### config.mk
export PLATFORM = sky130hd
export DESIGN_NAME = amr_octet_payload_deframer_unit_flat
export DESIGN_NICKNAME = d
export VERILOG_FILES = /design/src/aopd_pkg.sv /design/src/aopd_in_if.sv /design/src/aopd_out_if.sv /design/src/aopd_parser.sv /design/src/aopd_result_fifo.sv /design/src/amr_octet_payload_deframer_unit.sv /design/src/flat_wrapper.sv
export SDC_FILE = /design/constraint.sdc
export NUM_CORES = 1
export LEC_CHECK = 0
export BUFFER_PORTS_ARGS = -buffer_cell sky130_fd_sc_hd__buf_2
export CORE_MARGIN = 2
export CORE_UTILIZATION = 65
export CTS_CLUSTER_DIAMETER = 150
export DETAILED_ROUTE_END_ITERATION = 12
export PLACE_DENSITY = 0.82
export SLEW_MARGIN = 40
export SYNTH_ARGS = -nofsm -noshare
export SYNTH_HDL_FRONTEND = slang
export SYNTH_SLANG_ARGS = --single-unit
### constraint.sdc
create_clock -name i_clk -period 9.3 [get_ports i_clk]
set_clock_uncertainty 0.05 [all_clocks]
set_input_delay 1.395 -clock i_clk [delete_from_list [all_inputs] [get_ports i_clk]]
set_output_delay 1.395 -clock i_clk [all_outputs]
set_load 0.01 [all_outputs]
### src/aopd_pkg.sv
// Shared types and constants for the octet-aligned AMR payload deframer.
// No dependencies; the parser, the result queue and the top level import it.
package aopd_pkg;

    // TOC store depth and the widths that follow from it
    localparam int MAX_TOCS = 64;
    localparam int TOC_AW   = $clog2(MAX_TOCS);
    localparam int CNT_W    = $clog2(MAX_TOCS + 1);

    // Result queue sizing: one input item pushes at most two results
    localparam int FIFO_DEPTH = 4;
    localparam int FIFO_AW    = $clog2(FIFO_DEPTH);
    localparam int FIFO_CW    = $clog2(FIFO_DEPTH + 1);

    localparam logic [7:0] PKT_LEN_RESET = 8'd65;
    localparam logic [3:0] FT_MAX        = 4'd9;

    // Speech frame size in bytes per frame type
    localparam logic [4:0] FRAME_BYTES [16] = '{
        5'd12, 5'd13, 5'd15, 5'd17, 5'd19, 5'd20, 5'd26, 5'd31,
        5'd5,  5'd6,  5'd5,  5'd5,  5'd0,  5'd0,  5'd0,  5'd0
    };

    typedef enum logic [2:0] {
        ST_OK  = 3'd0,
        ST_LEN = 3'd1,
        ST_TOC = 3'd2,
        ST_FT  = 3'd3,
        ST_OVR = 3'd4
    } t_status;

    typedef struct packed {
        logic       kind;
        logic [7:0] data_out;
        logic [7:0] frame_header;
        logic [5:0] frame_index;
        logic       frame_start;
        logic       frame_end;
        t_status    status_code;
        logic [6:0] frames_found;
        logic       last_result;
    } t_result;

    // Results produced by one accepted item, in delivery order
    typedef struct packed {
        logic [1:0] count;
        t_result    first;
        t_result    second;
    } t_push;

endpackage

### src/aopd_in_if.sv
// Byte input channel of the deframer: valid/ready handshake with payload.
// No dependencies.
interface aopd_in_if;
    logic       valid;
    logic       ready;
    logic [7:0] payload_byte;
    logic       end_of_packet;

    modport source (output valid, output payload_byte, output end_of_packet, input ready);
    modport sink   (input valid, input payload_byte, input end_of_packet, output ready);
endinterface

### src/aopd_out_if.sv
// Result output channel of the deframer: valid/ready handshake with payload.
// No dependencies.
interface aopd_out_if;
    logic       valid;
    logic       ready;
    logic       kind;
    logic [7:0] data_out;
    logic [7:0] frame_header;
    logic [5:0] frame_index;
    logic       frame_start;
    logic       frame_end;
    logic [2:0] status_code;
    logic [6:0] frames_found;
    logic       last_result;

    modport source (
        output valid, output kind, output data_out, output frame_header,
        output frame_index, output frame_start, output frame_end,
        output status_code, output frames_found, output last_result,
        input ready
    );
    modport sink (
        input valid, input kind, input data_out, input frame_header,
        input frame_index, input frame_start, input frame_end,
        input status_code, input frames_found, input last_result,
        output ready
    );
endinterface

### src/aopd_parser.sv
// Per-byte payload parser: CMR skip, TOC store, frame splitting and status.
// Depends on aopd_pkg.
module aopd_parser (
    input  logic           i_clk,
    input  logic           i_rst_n,
    input  logic           i_fire,
    input  logic [7:0]     i_byte,
    input  logic           i_eop,
    input  logic [7:0]     i_packet_length,
    output aopd_pkg::t_push o_push
);
    import aopd_pkg::*;

    typedef enum logic [1:0] {
        PH_CMR,
        PH_TOC,
        PH_FRAMES,
        PH_IDLE
    } t_phase;

    t_phase             r_phase, n_phase;
    logic [7:0]         r_byte_pos, n_byte_pos;
    logic [CNT_W-1:0]   r_toc_count, n_toc_count;
    logic [CNT_W-1:0]   r_cur_frame, n_cur_frame;
    logic [4:0]         r_left, n_left;
    t_status            r_err, n_err;
    logic [7:0]         r_first_toc, n_first_toc;
    logic [7:0]         r_cur_hdr, n_cur_hdr;
    logic [7:0]         r_next_hdr;
    logic [7:0]         r_toc_mem [MAX_TOCS];

    logic               mem_we;
    logic [TOC_AW-1:0]  pf_addr;
    logic [7:0]         hdr0;
    logic [CNT_W-1:0]   next_frame;
    logic [8:0]         total;
    t_result            data_res;
    t_result            status_res;

    // Prefetch the header of the frame after the current one
    assign pf_addr    = TOC_AW'(r_cur_frame + CNT_W'(1));
    assign next_frame = r_cur_frame + CNT_W'(1);
    assign hdr0       = (r_toc_count == '0) ? i_byte : r_first_toc;
    assign total      = {1'b0, r_byte_pos} + 9'd1;

    always_comb begin
        n_phase     = r_phase;
        n_byte_pos  = r_byte_pos;
        n_toc_count = r_toc_count;
        n_cur_frame = r_cur_frame;
        n_left      = r_left;
        n_err       = r_err;
        n_first_toc = r_first_toc;
        n_cur_hdr   = r_cur_hdr;
        mem_we      = 1'b0;
        data_res    = '0;
        status_res  = '0;
        o_push      = '0;

        if (i_fire) begin
            case (r_phase)
                PH_CMR: begin
                    n_phase = PH_TOC;
                end
                PH_TOC: begin
                    if (r_toc_count == CNT_W'(MAX_TOCS) || (i_byte[7] && i_eop)) begin
                        n_err   = ST_TOC;
                        n_phase = PH_IDLE;
                    end else begin
                        mem_we      = 1'b1;
                        n_toc_count = r_toc_count + CNT_W'(1);
                        if (r_toc_count == '0) begin
                            n_first_toc = i_byte;
                        end
                        // F bit clear: list done, open frame 0
                        if (!i_byte[7]) begin
                            n_cur_frame = '0;
                            if (hdr0[6:3] > FT_MAX) begin
                                n_err   = ST_FT;
                                n_phase = PH_IDLE;
                            end else begin
                                n_left    = FRAME_BYTES[hdr0[6:3]];
                                n_cur_hdr = hdr0;
                                n_phase   = PH_FRAMES;
                            end
                        end
                    end
                end
                PH_FRAMES: begin
                    data_res.kind         = 1'b0;
                    data_res.data_out     = i_byte;
                    data_res.frame_header = r_cur_hdr;
                    data_res.frame_index  = r_cur_frame[5:0];
                    data_res.frame_start  = (r_left == FRAME_BYTES[r_cur_hdr[6:3]]);
                    data_res.frame_end    = (r_left == 5'd1);
                    data_res.last_result  = !i_eop;
                    n_left = r_left - 5'd1;
                    if (r_left == 5'd1) begin
                        n_cur_frame = next_frame;
                        if (next_frame >= r_toc_count) begin
                            n_phase = PH_IDLE;
                        end else if (r_next_hdr[6:3] > FT_MAX) begin
                            n_err   = ST_FT;
                            n_phase = PH_IDLE;
                        end else begin
                            n_left    = FRAME_BYTES[r_next_hdr[6:3]];
                            n_cur_hdr = r_next_hdr;
                        end
                    end
                end
                default: begin
                end
            endcase

            if (i_eop) begin
                status_res.kind         = 1'b1;
                status_res.frames_found = 7'(n_cur_frame);
                status_res.last_result  = 1'b1;
                if (total != {1'b0, i_packet_length}) begin
                    status_res.status_code = ST_LEN;
                end else if (n_err != ST_OK) begin
                    status_res.status_code = n_err;
                end else if (n_phase == PH_CMR || n_phase == PH_TOC) begin
                    status_res.status_code = ST_TOC;
                end else if (n_phase == PH_FRAMES) begin
                    status_res.status_code = ST_OVR;
                end else begin
                    status_res.status_code = ST_OK;
                end
                // Return all packet state to reset
                n_byte_pos  = '0;
                n_phase     = PH_CMR;
                n_toc_count = '0;
                n_cur_frame = '0;
                n_left      = '0;
                n_err       = ST_OK;
            end else if (r_byte_pos != 8'hff) begin
                n_byte_pos = r_byte_pos + 8'd1;
            end

            if (r_phase == PH_FRAMES) begin
                o_push.first  = data_res;
                o_push.second = status_res;
                o_push.count  = i_eop ? 2'd2 : 2'd1;
            end else if (i_eop) begin
                o_push.first = status_res;
                o_push.count = 2'd1;
            end
        end
    end

    always_ff @(posedge i_clk) begin
        if (!i_rst_n) begin
            r_phase     <= PH_CMR;
            r_byte_pos  <= '0;
            r_toc_count <= '0;
            r_cur_frame <= '0;
            r_left      <= '0;
            r_err       <= ST_OK;
        end else begin
            r_phase     <= n_phase;
            r_byte_pos  <= n_byte_pos;
            r_toc_count <= n_toc_count;
            r_cur_frame <= n_cur_frame;
            r_left      <= n_left;
            r_err       <= n_err;
        end
    end

    always_ff @(posedge i_clk) begin
        r_first_toc <= n_first_toc;
        r_cur_hdr   <= n_cur_hdr;
    end

    // TOC store: one write port, one registered read port
    always_ff @(posedge i_clk) begin
        if (mem_we) begin
            r_toc_mem[r_toc_count[TOC_AW-1:0]] <= i_byte;
        end
        r_next_hdr <= r_toc_mem[pf_addr];
    end

`ifndef NO_ASSERTIONS
    a_toc_bound: assert property (@(posedge i_clk) disable iff (!i_rst_n)
        r_toc_count <= CNT_W'(MAX_TOCS))
        else $error("TOC count beyond store depth");
    a_frame_live: assert property (@(posedge i_clk) disable iff (!i_rst_n)
        r_phase == PH_FRAMES |-> (r_left != '0 && r_cur_frame < r_toc_count))
        else $error("frame phase without a live frame");
    a_status_clears: assert property (@(posedge i_clk) disable iff (!i_rst_n)
        (i_fire && i_eop) |=> (r_phase == PH_CMR && r_byte_pos == '0 && r_err == ST_OK))
        else $error("packet state not cleared after status");
`endif
endmodule

### src/aopd_result_fifo.sv
// Four-entry result queue: takes up to two results per cycle, hands out one.
// Depends on aopd_pkg.
module aopd_result_fifo (
    input  logic                     i_clk,
    input  logic                     i_rst_n,
    input  aopd_pkg::t_push          i_push,
    input  logic                     i_pop,
    output aopd_pkg::t_result        o_head,
    output logic [aopd_pkg::FIFO_CW-1:0] o_count
);
    import aopd_pkg::*;

    t_result              r_mem [FIFO_DEPTH];
    logic [FIFO_AW-1:0]   r_wptr, n_wptr;
    logic [FIFO_AW-1:0]   r_rptr, n_rptr;
    logic [FIFO_CW-1:0]   r_count, n_count;
    logic [FIFO_AW-1:0]   wptr_1;

    assign wptr_1  = r_wptr + FIFO_AW'(1);
    assign o_head  = r_mem[r_rptr];
    assign o_count = r_count;

    always_comb begin
        n_wptr  = r_wptr + FIFO_AW'(i_push.count);
        n_rptr  = i_pop ? r_rptr + FIFO_AW'(1) : r_rptr;
        n_count = r_count + FIFO_CW'(i_push.count) - FIFO_CW'(i_pop);
    end

    always_ff @(posedge i_clk) begin
        if (!i_rst_n) begin
            r_wptr  <= '0;
            r_rptr  <= '0;
            r_count <= '0;
        end else begin
            r_wptr  <= n_wptr;
            r_rptr  <= n_rptr;
            r_count <= n_count;
        end
    end

    always_ff @(posedge i_clk) begin
        if (i_push.count != 2'd0) begin
            r_mem[r_wptr] <= i_push.first;
        end
        if (i_push.count == 2'd2) begin
            r_mem[wptr_1] <= i_push.second;
        end
    end

`ifndef NO_ASSERTIONS
    a_no_overflow: assert property (@(posedge i_clk) disable iff (!i_rst_n)
        i_push.count != 2'd0 |-> r_count <= FIFO_CW'(FIFO_DEPTH - 2))
        else $error("push into a queue without room for two");
    a_no_underflow: assert property (@(posedge i_clk) disable iff (!i_rst_n)
        i_pop |-> r_count != '0)
        else $error("pop from empty queue");
    a_drain: assert property (@(posedge i_clk) disable iff (!i_rst_n)
        (i_pop && i_push.count == 2'd0) |=> r_count == $past(r_count) - FIFO_CW'(1))
        else $error("queue count did not drop on pop");
`endif
endmodule

### src/amr_octet_payload_deframer_unit.sv
// Top level of the octet-aligned AMR payload deframer.
// Depends on aopd_pkg, aopd_in_if, aopd_out_if, aopd_parser, aopd_result_fifo.
//
// Usage:
//   i_in   : one payload byte per item, CMR byte first; end_of_packet marks the
//            last byte of a payload.
//   o_out  : one result per item. kind 0 is a frame data byte with its TOC
//            byte, frame index and start/end marks; kind 1 is the packet status
//            (code and complete frame count) that follows the last byte.
//   i_cfg_we / i_cfg_wdata : write packet_length (exact payload size in bytes).
//            Write only while no packet is in flight.
// Results are registered into the result queue and offered on o_out in order.
// When the last byte is also a frame byte, its status follows its data result.
// Throughput: one byte per cycle while o_out takes results. The parser
// updates its counters and the TOC store per byte and pushes into a four-entry
// result queue; a last byte that carries frame data pushes two results.
// Stall: i_in.ready stays high while the queue has room for two results;
// when o_out is held off the queue fills and i_in.ready drops. Nothing is lost.
// Reset (synchronous, i_rst_n low): parser returns to expecting a CMR byte,
// queue empties, packet_length returns to 65. The TOC store is not cleared;
// only entries written in the current packet are ever read.
module amr_octet_payload_deframer_unit (
    input  logic              i_clk,
    input  logic              i_rst_n,
    aopd_in_if.sink           i_in,
    aopd_out_if.source        o_out,
    input  logic              i_cfg_we,
    input  logic [7:0]        i_cfg_wdata
);
    import aopd_pkg::*;

    logic [7:0]          r_packet_length;
    logic                in_fire;
    logic                out_pop;
    t_push               push;
    t_result             head;
    logic [FIFO_CW-1:0]  q_count;

    // Accept a byte only when the queue can hold both results it may cause
    assign i_in.ready = (q_count <= FIFO_CW'(FIFO_DEPTH - 2));
    assign in_fire    = i_in.valid && i_in.ready;

    assign o_out.valid = (q_count != '0);
    assign out_pop     = o_out.valid && o_out.ready;

    // Length register: written directly, no read-back
    always_ff @(posedge i_clk) begin
        if (!i_rst_n) begin
            r_packet_length <= PKT_LEN_RESET;
        end else if (i_cfg_we) begin
            r_packet_length <= i_cfg_wdata;
        end
    end

    aopd_parser u_parser (
        .i_clk           (i_clk),
        .i_rst_n         (i_rst_n),
        .i_fire          (in_fire),
        .i_byte          (i_in.payload_byte),
        .i_eop           (i_in.end_of_packet),
        .i_packet_length (r_packet_length),
        .o_push          (push)
    );

    aopd_result_fifo u_fifo (
        .i_clk   (i_clk),
        .i_rst_n (i_rst_n),
        .i_push  (push),
        .i_pop   (out_pop),
        .o_head  (head),
        .o_count (q_count)
    );

    // Drive the output payload from the queue head
    assign o_out.kind         = head.kind;
    assign o_out.data_out     = head.data_out;
    assign o_out.frame_header = head.frame_header;
    assign o_out.frame_index  = head.frame_index;
    assign o_out.frame_start  = head.frame_start;
    assign o_out.frame_end    = head.frame_end;
    assign o_out.status_code  = head.status_code;
    assign o_out.frames_found = head.frames_found;
    assign o_out.last_result  = head.last_result;

endmodule
### src/flat_wrapper.sv
// flat-port wrapper written by rule: the top's interface ports become plain ports
module amr_octet_payload_deframer_unit_flat import aopd_pkg::*;
  (i_clk, i_rst_n, i_cfg_we, i_cfg_wdata, i_in_valid, i_in_payload_byte, i_in_end_of_packet, i_in_ready, o_out_valid, o_out_kind, o_out_data_out, o_out_frame_header, o_out_frame_index, o_out_frame_start, o_out_frame_end, o_out_status_code, o_out_frames_found, o_out_last_result, o_out_ready);
  aopd_in_if i_in_i ();
  aopd_out_if o_out_i ();
  input  logic i_clk;
  input  logic i_rst_n;
  input  logic i_cfg_we;
  input  logic [7:0] i_cfg_wdata;
  input wire logic [$bits(i_in_i.valid)-1:0] i_in_valid;
  input wire logic [$bits(i_in_i.payload_byte)-1:0] i_in_payload_byte;
  input wire logic [$bits(i_in_i.end_of_packet)-1:0] i_in_end_of_packet;
  output wire logic [$bits(i_in_i.ready)-1:0] i_in_ready;
  output wire logic [$bits(o_out_i.valid)-1:0] o_out_valid;
  output wire logic [$bits(o_out_i.kind)-1:0] o_out_kind;
  output wire logic [$bits(o_out_i.data_out)-1:0] o_out_data_out;
  output wire logic [$bits(o_out_i.frame_header)-1:0] o_out_frame_header;
  output wire logic [$bits(o_out_i.frame_index)-1:0] o_out_frame_index;
  output wire logic [$bits(o_out_i.frame_start)-1:0] o_out_frame_start;
  output wire logic [$bits(o_out_i.frame_end)-1:0] o_out_frame_end;
  output wire logic [$bits(o_out_i.status_code)-1:0] o_out_status_code;
  output wire logic [$bits(o_out_i.frames_found)-1:0] o_out_frames_found;
  output wire logic [$bits(o_out_i.last_result)-1:0] o_out_last_result;
  input wire logic [$bits(o_out_i.ready)-1:0] o_out_ready;
  assign i_in_i.valid = i_in_valid;
  assign i_in_i.payload_byte = i_in_payload_byte;
  assign i_in_i.end_of_packet = i_in_end_of_packet;
  assign i_in_ready = i_in_i.ready;
  assign o_out_valid = o_out_i.valid;
  assign o_out_kind = o_out_i.kind;
  assign o_out_data_out = o_out_i.data_out;
  assign o_out_frame_header = o_out_i.frame_header;
  assign o_out_frame_index = o_out_i.frame_index;
  assign o_out_frame_start = o_out_i.frame_start;
  assign o_out_frame_end = o_out_i.frame_end;
  assign o_out_status_code = o_out_i.status_code;
  assign o_out_frames_found = o_out_i.frames_found;
  assign o_out_last_result = o_out_i.last_result;
  assign o_out_i.ready = o_out_ready;
  amr_octet_payload_deframer_unit u_core (.i_clk(i_clk), .i_rst_n(i_rst_n), .i_in(i_in_i), .o_out(o_out_i), .i_cfg_we(i_cfg_we), .i_cfg_wdata(i_cfg_wdata));
endmodule
==> reports/results.txt <==
grt met1 use - 0.420
first-pass GRT wire length - 109 mm
clock slew at reported path FFs - 0.06 ns
critical path endpoint category - flop
layout filler cell count - 2567
f_max - 0.221 GHz
Tot Pwr - 6.86 mW
Final nets - 1904
RePlAce Congestion - 0.922
total number of vias - 17300
predominant post-synthesis flop cell - edfxtp_1
total CTS buffers - 74
DRT Wirelength - 72.0 mm
Cells after Synth - 1784
Worst slew margin - 0.430
Die Footprint - 0.0481 mm²
clock share of power - 0.419
Slew @ Worst Pin - 0.852 ns
net load switching power - 1.51 mW
hold slack - 0.408 ns
unrepaired setup endpoints after global routing - false
Vias/cell - 6.94
# diodes - 0
Final Max Slew Viols - 0
Final Hold Fails - 0
worst skew pair latency - 0.61 ns
DP Area - 0.0310 mm²
largest net degree at the start of global routing - 72
drc violations - 0
IO buf count - 59
row count - 78
setup bufs post-CTS - 0
Area contributors post-synth - edfxtp_1 (57%), mux4_2 (15%), dfxtp_1 (10%)
hold_buf cts - 0
IO Count - 60
DR pass1 iterations - 6
core area - 0.0456 mm²
layout cell share with drive strength beyond 1 - 0.229
register area - 0.0204 mm²
initial antenna violation count - 1
Reg power frac - 0.520
clock tree buffer depth - 3
Post-synth EDFFs - 576
sequential fraction of the synthesis area - 0.676
chip height - 219 µm
Net Sw Frac - 0.220
post-route cell area - 0.0333 mm²
CTS sink count - 729
Top Usage Layer GRT - met2
R2R Path Start - u_core.u_parser.r_toc_count[1]
top cell type's share of synthesized area - 0.575
status - completed
Die X - 219 µm
VDD IR max - 0.326 mV
hold wc startpoint - u_core.u_fifo.r_mem[2][11]
gr ovfl total - 0
H-tree levels - 3
worst setup path start - i_in_payload_byte[4]
GRT Overall Usage - 0.310
DR iter-0 viols - 2328
# Max-Cap Violations - 0
post-route ant nets - 0
setup TNS - 0 ns
Int Pwr - 5.36 mW
cell taking the most area after synthesis - edfxtp_1
Static Leakage - 10.8 nW
CTS tree - done
Root Driver - clkbuf_16
Post-Synthesis Cell Area - 0.0301 mm²
met2 usage - 0.512
hold crit path type - reg -> reg
worst-path fanout max - 69
fin crit share - 0.486
Layout Utilization - 0.731
Syn Nets - 1846
vias in the first global route - 17300
Gate power share - 0.061
synth warn - 0
Wirelength per Cell - 28.8 µm
power density over the cells - 206 mW/mm²
area occupied by multi-input gates - 0.00918 mm²
synth-to-layout area growth - 10.7%
CP Class - in -> reg
Syn Area/Cell - 16.9 µm²
setup violators final - 0
Initial Utilization - 0.661
DP Wirelength - 41.8 mm
CTS resizes - 0
asr flop ratio synth - 0
required time worst endpoint - 9.59 ns
Synth Register Bits - 729
grt met3 use - 0.0542
post-synth cell types - 74
Startpoint Class - input port
Tmin final - 4.52 ns
worst path arrival time - 4.81 ns
-- logic make-up (layout without fill, tap and decap cells) --
group,after synthesis,in the layout,share of synthesized area
buf+inv,148,261,0.0214
compound gates,263,263,0.0653
fa+ha+maj,40,40,0.0169
flops,729,729,0.676
xor+xnor,30,30,0.00873
mux,225,225,0.157
simple gates,349,349,0.0544
-- path summary, 6_finish.rpt --
| path | slack [ns] | cells past startpoint | endpoint |
|---|---|---|---|
| worst max register to register | 4.86 | 13 | u_core.u_fifo.r_mem[1][9] |
| worst min-delay path | 0.41 | 2 | u_core.u_fifo.r_mem[2][11] |
| worst max-delay path | 4.78 | 12 | u_core.u_fifo.r_mem[1][9] |
| worst min register to register | 0.41 | 2 | u_core.u_fifo.r_mem[2][11] |
-- worst max-delay path, stage by stage --
cell      delay, ns
buf_2          0.09
buf_4          0.56
inv_1          0.15
o21ai_0        0.50
inv_1          0.17
ha_1           0.25
o21ba_2        0.22
a2111o_1       0.48
a211oi_1       0.31
nor3_2         0.11
a311oi_2       0.42
nor2_1         0.11
-- stage by stage --
| step | cells | setup WS (ns) |
|---|---|---|
| after floorplan | 1784 | 5.44 |
| after global placement | 2363 | 4.44 |
| after detailed placement | 2365 | 4.23 |
| after CTS | 2496 | 4.79 |
| after global routing | 2497 | 4.45 |
| final | 2497 | 4.78 |
-- Yosys cell counts, drive strengths merged, types with 7 or more instances --
library cell,n
a22oi,23
nor3,15
ha,39
nand2,78
mux4,196
dfxtp,153
clkbuf,62
mux2i,14
or3,8
a21oi,36
inv,42
a21boi,8
edfxtp,576
nor2b,20
mux2,15
a22o,88
nor2,143
xor2,12
xnor2,18
nand4,7
nand3,27
o21ai,49
buf,44
and2,25
-- power by group through the flow --
stage	sequential, mW	combinational, mW	clock [mW]
after global placement	3.64	0.404	0
final	3.57	0.421	2.87
after floorplan	3.63	0.277	0
after global routing	3.57	0.460	3.01
after detailed placement	3.64	0.417	0
after CTS	3.57	0.423	2.90
-- layout make-up --
class                      instances  area share
inverter                          42     0.00473
clock buffer                      92      0.0597
sequential                       729       0.611
clock inverter                    39     0.00965
tap                              600      0.0225
multi-input combinational        907       0.275
timing repair buffer              88      0.0170
-- cells in the final DEF (no fill, tap or decap), types with 17 or more instances in the layout --
cell	instances
buf_4	22
clkbuf_16	75
clkinv_1	17
a22oi_1	23
dfxtp_1	151
mux4_2	196
edfxtp_1	576
o21ai_0	47
a22o_1	88
and2_1	24
nor2_1	134
a21oi_1	34
nand3_1	27
nand2_1	77
buf_2	59
inv_1	42
nor2b_1	20
xnor2_1	18
ha_1	38
-- flip-flops by register name, summed over array words and instances (netlist names), named ones only --
register                     count
u_core.r_packet_length           8
u_core.u_parser.r_toc_count      7
u_core.u_fifo.r_wptr             2
u_core.u_parser.r_first_toc      8
u_core.u_parser.r_cur_frame      7
u_core.u_parser.r_phase          2
u_core.u_parser.r_left           5
u_core.u_parser.r_byte_pos       8
u_core.u_fifo.r_mem            144
u_core.u_parser.r_toc_mem      512
u_core.u_parser.r_next_hdr       8
u_core.u_parser.r_cur_hdr        8
u_core.u_fifo.r_rptr             2
u_core.u_fifo.o_count            3
u_core.u_parser.r_err            3
-- per-layer routing --
layer | wire [µm] | vias up
li1 | - | 7198
met1 | 27100 | 8813
met2 | 35800 | 1119
met3 | 6210 | 207
met4 | 2840 | 2
met5 | 7 | -
Power figures use the tool's default switching activity.
